===== config.mk =====
export PLATFORM = sky130hd
export DESIGN_NAME = radius_attribute_parser_unit
export DESIGN_NICKNAME = d
export VERILOG_FILES = /design/src/sv/rap_pkg.sv /design/src/sv/radius_attribute_parser_unit.sv /design/src/sv/rap_parser.sv /design/src/sv/rap_out_reg.sv
export SDC_FILE = /design/constraint.sdc
export NUM_CORES = 1
export LEC_CHECK = 0
export BUFFER_PORTS_ARGS = -buffer_cell sky130_fd_sc_hd__buf_2
export CORE_UTILIZATION = 35
export CTS_CLUSTER_DIAMETER = 100
export DETAILED_ROUTE_END_ITERATION = 6
export PLACE_DENSITY = 0.64
export SETUP_SLACK_MARGIN = 0.05
export SLEW_MARGIN = 30
export SYNTH_ARGS = -nofsm -noshare
export SYNTH_HDL_FRONTEND = slang
export SYNTH_HIERARCHICAL = 1
export SYNTH_SLANG_ARGS = --single-unit

===== constraint.sdc =====
create_clock -name clk -period 3.55 [get_ports clk]
set_clock_uncertainty 0.05 [all_clocks]
set_input_delay 0.5325 -clock clk [delete_from_list [all_inputs] [get_ports clk]]
set_output_delay 0.5325 -clock clk [all_outputs]
set_load 0.005 [all_outputs]

===== src/sv/rap_pkg.sv =====
// Package: shared types and constants of the RADIUS attribute parser.
package rap_pkg;

  localparam int unsigned HdrBytes    = 20;
  localparam int unsigned LenOverhead = 2;
  localparam int unsigned HdrCntW     = 5;

  typedef enum logic [2:0] {
    PH_HEADER = 3'd0,
    PH_TYPE   = 3'd1,
    PH_LEN    = 3'd2,
    PH_VALUE  = 3'd3,
    PH_STOP   = 3'd4
  } phase_t;

  typedef struct packed {
    logic [7:0] attr_type;
    logic [7:0] value_length;
    logic [7:0] value_index;
    logic [7:0] value_byte;
    logic       last_of_attr;
    logic       truncated;
  } result_t;

  typedef struct packed {
    phase_t               phase;
    logic [HdrCntW-1:0]   header_count;
  } status_t;

endpackage


===== src/sv/radius_attribute_parser_unit.sv =====
// Top level: RADIUS attribute parser, one packet byte in, one value byte out.
//
//  channel | handshake             | payload
//  --------+-----------------------+------------------------------------------
//  in      | in_valid / in_stall   | data_byte, end_of_packet
//  out     | out_valid / out_stall | attr_type, value_length, value_index,
//          |                       | value_byte, last_of_attr, truncated
//
// One byte per cycle while in_stall is low; a value byte's result is registered,
// out in the cycle after accept. The single result register sets the rate:
// in_stall is high only while it holds a result that the sink stalls.
// rst is synchronous; it clears the parse state and empties the result register.
module radius_attribute_parser_unit (
  input  logic       clk,
  input  logic       rst,
  input  logic       in_valid,
  output logic       in_stall,
  input  logic [7:0] data_byte,
  input  logic       end_of_packet,
  output logic       out_valid,
  input  logic       out_stall,
  output logic [7:0] attr_type,
  output logic [7:0] value_length,
  output logic [7:0] value_index,
  output logic [7:0] value_byte,
  output logic       last_of_attr,
  output logic       truncated
);
  import rap_pkg::*;

  logic    in_fire;
  logic    res_valid;
  result_t res_comb;
  result_t res_q;
  status_t status;

  assign in_stall = out_valid && out_stall;
  assign in_fire  = in_valid && !in_stall;

  rap_parser u_parser (
    .clk           (clk),
    .rst           (rst),
    .step          (in_fire),
    .data_byte     (data_byte),
    .end_of_packet (end_of_packet),
    .res_valid     (res_valid),
    .res           (res_comb),
    .status        (status)
  );

  rap_out_reg u_out_reg (
    .clk        (clk),
    .rst        (rst),
    .load       (in_fire),
    .load_valid (res_valid),
    .load_res   (res_comb),
    .take       (!out_stall),
    .full       (out_valid),
    .res        (res_q)
  );

  assign attr_type    = res_q.attr_type;
  assign value_length = res_q.value_length;
  assign value_index  = res_q.value_index;
  assign value_byte   = res_q.value_byte;
  assign last_of_attr = res_q.last_of_attr;
  assign truncated    = res_q.truncated;

  a_trunc_not_last: assert property (@(posedge clk) disable iff (rst)
    out_valid |-> !(truncated && last_of_attr))
    else $error("truncated and last_of_attr both set");

  a_last_index: assert property (@(posedge clk) disable iff (rst)
    (out_valid && last_of_attr) |-> ({1'b0, value_index} + 9'd1 == {1'b0, value_length}))
    else $error("last_of_attr on wrong value index");

  a_eop_restart: assert property (@(posedge clk) disable iff (rst)
    (in_fire && end_of_packet) |=> (status.phase == PH_HEADER && status.header_count == '0))
    else $error("parser did not restart after packet end");

  a_hdr_bound: assert property (@(posedge clk) disable iff (rst)
    (status.phase == PH_HEADER) |-> (status.header_count < HdrCntW'(HdrBytes)))
    else $error("header count overran");

endmodule


===== src/sv/rap_parser.sv =====
// Parse state machine: header skip, TLV tracking and per-byte result build.
module rap_parser (
  input  logic             clk,
  input  logic             rst,
  input  logic             step,
  input  logic [7:0]       data_byte,
  input  logic             end_of_packet,
  output logic             res_valid,
  output rap_pkg::result_t res,
  output rap_pkg::status_t status
);
  import rap_pkg::*;

  phase_t             phase, phase_next;
  logic [HdrCntW-1:0] header_count, header_count_next;
  logic [7:0]         cur_type, cur_type_next;
  logic [7:0]         cur_length, cur_length_next;
  logic [7:0]         cur_index, cur_index_next;
  logic               last;
  logic [HdrCntW-1:0] hdr_inc;

  assign hdr_inc = header_count + HdrCntW'(1);
  assign last    = ({1'b0, cur_index} + 9'd1) >= {1'b0, cur_length};

  always_comb begin
    phase_next        = phase;
    header_count_next = header_count;
    cur_type_next     = cur_type;
    cur_length_next   = cur_length;
    cur_index_next    = cur_index;
    res_valid         = 1'b0;
    res.attr_type     = cur_type;
    res.value_length  = cur_length;
    res.value_index   = cur_index;
    res.value_byte    = data_byte;
    res.last_of_attr  = last;
    res.truncated     = end_of_packet && !last;
    unique case (phase)
      PH_HEADER: begin
        header_count_next = hdr_inc;
        if (hdr_inc >= HdrCntW'(HdrBytes)) phase_next = PH_TYPE;
      end
      PH_TYPE: begin
        cur_type_next = data_byte;
        phase_next    = PH_LEN;
      end
      PH_LEN: begin
        if (data_byte <= 8'(LenOverhead)) begin
          phase_next = PH_STOP;
        end else begin
          cur_length_next = data_byte - 8'(LenOverhead);
          cur_index_next  = '0;
          phase_next      = PH_VALUE;
        end
      end
      PH_VALUE: begin
        res_valid      = 1'b1;
        cur_index_next = cur_index + 8'd1;
        if (last) phase_next = PH_TYPE;
      end
      default: phase_next = PH_STOP;
    endcase
    if (end_of_packet) begin
      phase_next        = PH_HEADER;
      header_count_next = '0;
      cur_type_next     = '0;
      cur_length_next   = '0;
      cur_index_next    = '0;
    end
  end

  always_ff @(posedge clk) begin
    if (rst) begin
      phase        <= PH_HEADER;
      header_count <= '0;
      cur_type     <= '0;
      cur_length   <= '0;
      cur_index    <= '0;
    end else if (step) begin
      phase        <= phase_next;
      header_count <= header_count_next;
      cur_type     <= cur_type_next;
      cur_length   <= cur_length_next;
      cur_index    <= cur_index_next;
    end
  end

  assign status.phase        = phase;
  assign status.header_count = header_count;

endmodule


===== src/sv/rap_out_reg.sv =====
// Result register: holds one result transaction until the sink takes it.
module rap_out_reg (
  input  logic             clk,
  input  logic             rst,
  input  logic             load,
  input  logic             load_valid,
  input  rap_pkg::result_t load_res,
  input  logic             take,
  output logic             full,
  output rap_pkg::result_t res
);
  import rap_pkg::*;

  logic full_next;

  always_comb begin
    full_next = full;
    if (load)      full_next = load_valid;
    else if (take) full_next = 1'b0;
  end

  always_ff @(posedge clk) begin
    if (rst) full <= 1'b0;
    else     full <= full_next;
  end

  always_ff @(posedge clk) begin
    if (load && load_valid) res <= load_res;
  end

endmodule


# After elaboration in Yosys (flattened, before gate mapping)

Index checks and enable logic that the tools add are counted.

Input port bits: 13
Word-level logic and storage cells: 61
Bits in registers: 67

$lt $le $gt $ge: 3
Add/subtract/negate cells: 4
Reductions and logical operators: 16
Muxes and demuxes: 18
Equal/unequal tests: 8

Operators by type and width:

| kind                                                           | number |
|---|---|
| two-way mux 8 bit                                              | 7 |
| one-hot mux 8 bit (2 select lines)                             | 1 |
| two-way mux 3 bit                                              | 4 |
| one-hot mux 3 bit (4 select lines)                             | 1 |
| two-way mux 5 bit                                              | 2 |
| adder 8 x 1 -> 9 bit, second input constant                    | 1 |
| >= comparator 9 x 8 -> 1 bit                                   | 1 |
| AND reduction 3 bit                                            | 3 |
| adder 8 x 1 -> 8 bit, second input constant                    | 1 |
| less-or-equal comparator 8 x 2 -> 1 bit, second input constant | 1 |
| subtractor 8 x 2 -> 8 bit, second input constant               | 1 |
| == test 3 x 2 -> 1 bit, second input constant                  | 2 |
| != test 3 x 2 -> 1 bit, second input constant                  | 2 |
| nonzero test 2 bit                                             | 3 |
| adder 5 x 1 -> 5 bit, second input constant                    | 1 |
| >= comparator 5 bit, second input constant                     | 1 |
| logical AND 1 bit                                              | 4 |
| AND reduction 2 bit                                            | 2 |
| == test 3 x 1 -> 1 bit, second input constant                  | 1 |
| logical NOT 3 bit                                              | 1 |
| two-way mux 1 bit                                              | 3 |
| != test 3 bit, second input constant                           | 1 |
| nonzero test 3 bit                                             | 1 |
| logical NOT 1 bit                                              | 2 |
| other kinds (2)                                                | 2 |

# Logic depth before layout (Yosys ltp)

Depth in word-level cells: 5
Depth in mapped cells: 9

# Hierarchy

Netlist, hierarchy kept.

By module, submodules not included:

| module                       | cells each | times used | area an instance (µm²) | seq. area each (µm²) |
|---|---|---|---|---|
| rap_parser                   | 223        | 1          | 1,884.3                | 640.6 |
| rap_out_reg                  | 39         | 1          | 1,062.3                | 1,041.0 |
| radius_attribute_parser_unit | 3          | 1          | 17.5                   | 0.0 |

# Worst setup path after synthesis

Ideal clock, no wire load.

Path type: register -> register
From: register u_parser.cur_index[3]
To: register u_out_reg/res[1] in the netlist's numbering, data pin
Cell stages (with the launch flop): 10
Path slack: 1.006 ns
Arrival: 2.243 ns
Library setup time: 0.251 ns
Buffers on the path: 1
Clock period less this slack: 2.544 ns
Cell sequence: dfxtp_1 > and3_1 > and3_1 > xor2_1 > ha_1 > o21a_1 > o21ai_0 > a211oi_1 > or4_1 > buf_4

Word-level cells in the longest chain between the ends: 2

RTL lines:

| what                         | line              | RTL |
|---|---|---|
| from (decl)                  | rap_parser.sv:18  | `logic [7:0] cur_index, cur_index_next;` |
| from (signal assigned)       | rap_parser.sv:84  | `cur_index <= cur_index_next;` |
| adder 8 x 1 -> 9 bit         | rap_parser.sv:23  | `assign last = ({1'b0, cur_index} + 9'd1) >= {1'b0, cur_length};` |
| >= comparator 9 x 8 -> 1 bit | rap_parser.sv:23  |  |
| named net u_parser.last      | rap_parser.sv:19  | `logic last;` |
| to (signal assigned)         | rap_out_reg.sv:28 | `if (load && load_valid) res <= load_res;` |
| to (decl)                    | rap_out_reg.sv:10 | `output rap_pkg::result_t res` |

The timed path passes the listed nets, and every way through them passes these cells.
A chain may end at the register's enable or synchronous reset.

# Final worst setup path

From: register u_parser.cur_index[0]
To: register u_parser.phase[1]

Word-level cells in the longest chain between the ends: 4

RTL lines:

| what                                    | line             | RTL |
|---|---|---|
| adder 8 x 1 -> 9 bit                    | rap_parser.sv:23 |  |
| >= comparator 9 x 8 -> 1 bit            | rap_parser.sv:23 |  |
| != test 3 x 2 -> 1 bit (no source line) | --               |  |
| AND reduction 3 bit (no source line)    | --               |  |
| to (signal assigned)                    | rap_parser.sv:80 | `phase <= phase_next;` |
| to (decl)                               | rap_parser.sv:14 | `phase_t phase, phase_next;` |

No other way between the ends.

==> impl_metrics.tcl <==
set metrics [dict create \
    area_delta_synth_final_pct 18.4 \
    finalWirelength_um 6020 \
    drt-initial-drc-count 91 \
    clkSlewWorstSetupHoldPaths_ps 80 \
    grt_pass1_vias 2040 \
    cts.sinks 67 \
    cts.path.max_buffers 2 \
    grt_usage_pct 14.8 \
    finalHoldViolCount 0 \
    slew_headroom_pct 65.9 \
    utilization_pct 42.7 \
    final.setup.tns_ps 0 \
    maxCapViolCount 0 \
    start_kind "register" \
    finalCritPeriodShare_pct 76.4 \
    synth-async-reset-ratio_pct 0 \
    grt_max_degree 35 \
    die_w_um 94.0 \
    nNetsFinal 337 \
    dr_total_vias 2168 \
    cp_num_buf_inv 0 \
    netlist_area_mm2 0.00296 \
    power.density_mw_per_mm2 486 \
    antenna_found_initial 0 \
    synth_edf_count 34 \
    cts_root_buf "clkbuf_8" \
    dp_hpwl_um 4060 \
    ff2ff_path_depth 9 \
    drt-pass1-iter-count 5 \
    crit_path_frequent_cell "ha_1" \
    drive_gt1_share_pct 23.0 \
    seq_power_share_pct 47.7 \
    hold_buffers 0 \
    fin_crit_ps 2710 \
    start_util_pct 36.1 \
    routedWlPerCell_um 14.3 \
    io_pins 49 \
    worst_setup_path_end_kind "register" \
    yosys.cell_types.count 48 \
    ys_ff_latch 67 \
    clk_latency_ps 340 \
    intPower_w 0.00137 \
    worstReg2RegStart "u_parser/cur_index[0]$_SDFFE_PP0P_" \
    power_frac_clock_pct 48.3 \
    peakVddDrop_mv 0.173 \
    r2r_setup_slack_ps 840 \
    crit_start "u_parser/cur_index[0]$_SDFFE_PP0P_" \
    critical_path_class "register to register" \
    ctsResizeCount 0 \
    p_sw_w 0.000338 \
    path_depth 9 \
    antenna_left 0 \
    cp.arrival_ps 2930 \
    htree_levels 3 \
    die_h_um 94.0 \
    tightestPinTransition_ps 512 \
    drc 0 \
    timing.critical_path.cells "ha_1 -> and3_4 -> xor2_1 -> ha_1 -> o21a_1 -> o21ai_0 -> a211oi_1 -> or4_1 -> a41oi_2" \
    worstPathMaxFanout 7 \
    core_area_mm2 0.00822 \
    cpMaxStageDelayCell "or4_1" \
    switching_share_pct 19.8 \
    cts_tree "yes" \
    p_leak_nw 1.48 \
    seq_area_frac_synth_pct 56.7 \
    io_buffers 48 \
    syn_area_per_cell_um2 11.2 \
    fmax_ghz 0.369 \
    setup_violations 0 \
    rows 33 \
    outcome "finished, final reports clean" \
    syn_inst 265 \
    overflow 0 \
    syn_nets 290 \
    slew_viol_final 0 \
    cts_buffers 9 \
    reg2reg_to "u_parser/phase[1]$_SDFFE_PP0P_" \
    cp-endpoint "u_parser/phase[1]$_SDFFE_PP0P_" \
    max_stage_delay_ps 550 \
    crit_required_ps 3770 \
    grt_pass1_wl_um 9750 \
    post_cts_buffers 0 \
    rsz0062_at_grt "no" \
    pwr-share-comb_pct 3.9 \
    yosys_warnings 6 \
    routed_via_density 5.14 \
    die-area_mm2 0.00884 \
    antenna-diode-count 0 \
    critPathTopFamily "simple AND/OR/NAND/NOR gates" \
    hold_path_class "register to register" \
    synth_ff_type "edfxtp_1" \
    gp_congestion 0.835 \
]
[area by class of cell]
| cell class | instances | area [um^2] |
|---|---|---|
| sequential | 67 | 1680 |
| timing repair buffer | 50 | 255 |
| inverter | 18 | 67.6 |
| tap | 105 | 131 |
| clock inverter | 7 | 140 |
| fill | 793 | 4710 |
| multi-input combinational | 166 | 1110 |
| clock buffer | 9 | 124 |
[layout by cell type (no fill, tap or decap), drive strengths merged, types with 2 or more instances in the layout]
master / Yosys / final
a211oi: 4 / 4
a21o: 3 / 3
a21oi: 11 / 11
a22o: 6 / 6
a22oi: 11 / 11
a31oi: 5 / 5
a32o: 2 / 2
and2: 3 / 3
and3: 7 / 7
buf: 10 / 50
bufinv: 0 / 4
clkbuf: 4 / 9
clkinv: 0 / 2
dfxtp: 33 / 33
edfxtp: 34 / 34
ha: 12 / 12
inv: 18 / 18
nand2: 13 / 13
nand2b: 2 / 2
nand3: 8 / 8
nand4: 2 / 2
nor2: 27 / 27
nor3: 7 / 7
o21ai: 13 / 13
or3: 3 / 3
or4: 2 / 2
xnor2: 4 / 4
xor2: 6 / 6
[per-stage QoR]
step | hold slack, ps | power [W] | cells | area [um^2] | setup WS, ps
finish | 373 | 0.00171 | 422 | 3510 | 839
global route | 385 | 0.00177 | 422 | 3510 | 682
CTS | 377 | 0.00172 | 422 | 3510 | 869
detailed placement | 368 | 0.000898 | 406 | 3250 | 909
global placement | 364 | 0.000898 | 406 | 3250 | 1010
floorplan | 359 | 0.000879 | 265 | 2960 | 1010
[metal layers]
layer  global-route usage, %  up-vias  wire length [um]  share of wire (%)
li1                        -     1061                 -                  -
met5                       0        -                 0                  0
met2                    25.0       56              3040                 50
met4                    6.41        0                81                1.3
met3                    5.02        8               267                4.4
met1                    16.8     1043              2630                 44
[power groups by stage]
| stage | Sequential [W] | Combinational [W] | Clock [W] |
|---|---|---|---|
| floorplan | 0.000831 | 0.0000474 | 0 |
| global placement | 0.000832 | 0.0000655 | 0 |
| detailed placement | 0.000832 | 0.0000661 | 0 |
| CTS | 0.000815 | 0.0000667 | 0.000841 |
| global route | 0.000815 | 0.0000737 | 0.000877 |
| finish | 0.000815 | 0.0000667 | 0.000825 |
[Yosys cell counts (2+ instances only)]
master    number  area share, %
or4_1          2           0.51
and3_1         5            1.1
a21o_1         3           0.76
o21ai_1        2           0.34
a22o_1         6            1.8
a211oi_1       4            1.0
nor2_1        27            3.4
clkbuf_1       3           0.38
and2_1         3           0.63
o21ai_0       11            1.9
nand4_1        2           0.42
nand2_1       12            1.5
buf_4          9            2.3
edfxtp_1      34             34
nand3_1        8            1.4
ha_1          12            5.1
nor3_1         6            1.0
a22oi_1       11            2.8
and3_4         2           0.76
or3_1          3           0.63
xor2_1         6            1.8
a21oi_1       10            1.7
xnor2_1        4            1.2
inv_1         18            2.3
a31oi_1        5            1.1
nand2b_1       2           0.42
dfxtp_1       33             22
a32o_1         2           0.68
[state kept, by name (all words and copies together), names as in the netlist]
signal	cells
u_parser/cur_length	8
u_parser/phase	3
u_out_reg/full	1
u_out_reg/res	34
u_parser/cur_type	8
u_parser/cur_index	8
u_parser/header_count	5
[how the worst min path moves through the flow]
stage / startpoint / to / cells after the start
after floorplan: u_parser/cur_type[0]$_SDFFE_PP0P_ / u_out_reg/res[26]$_DFFE_PP_ / 0
after global placement: u_parser/cur_type[1]$_SDFFE_PP0P_ / u_out_reg/res[27]$_DFFE_PP_ / 0
after detailed placement: u_parser/cur_type[3]$_SDFFE_PP0P_ / u_out_reg/res[29]$_DFFE_PP_ / 0
after CTS: u_parser/cur_type[3]$_SDFFE_PP0P_ / u_out_reg/res[29]$_DFFE_PP_ / 0
after global routing: u_parser/cur_type[3]$_SDFFE_PP0P_ / u_out_reg/res[29]$_DFFE_PP_ / 0
final: u_parser/cur_type[3]$_SDFFE_PP0P_ / u_out_reg/res[29]$_DFFE_PP_ / 0
[cell families (layout without fill, tap and decap cells)]
group	after synthesis	in the layout	synth area share, %
fa+ha+maj	12	12	5.07
simple gates	81	81	14.7
flops	67	67	56.7
buf+inv	32	84	5.78
compound gates	63	63	14.7
xor+xnor	10	10	2.95
(Power assumes the default switching activity.)
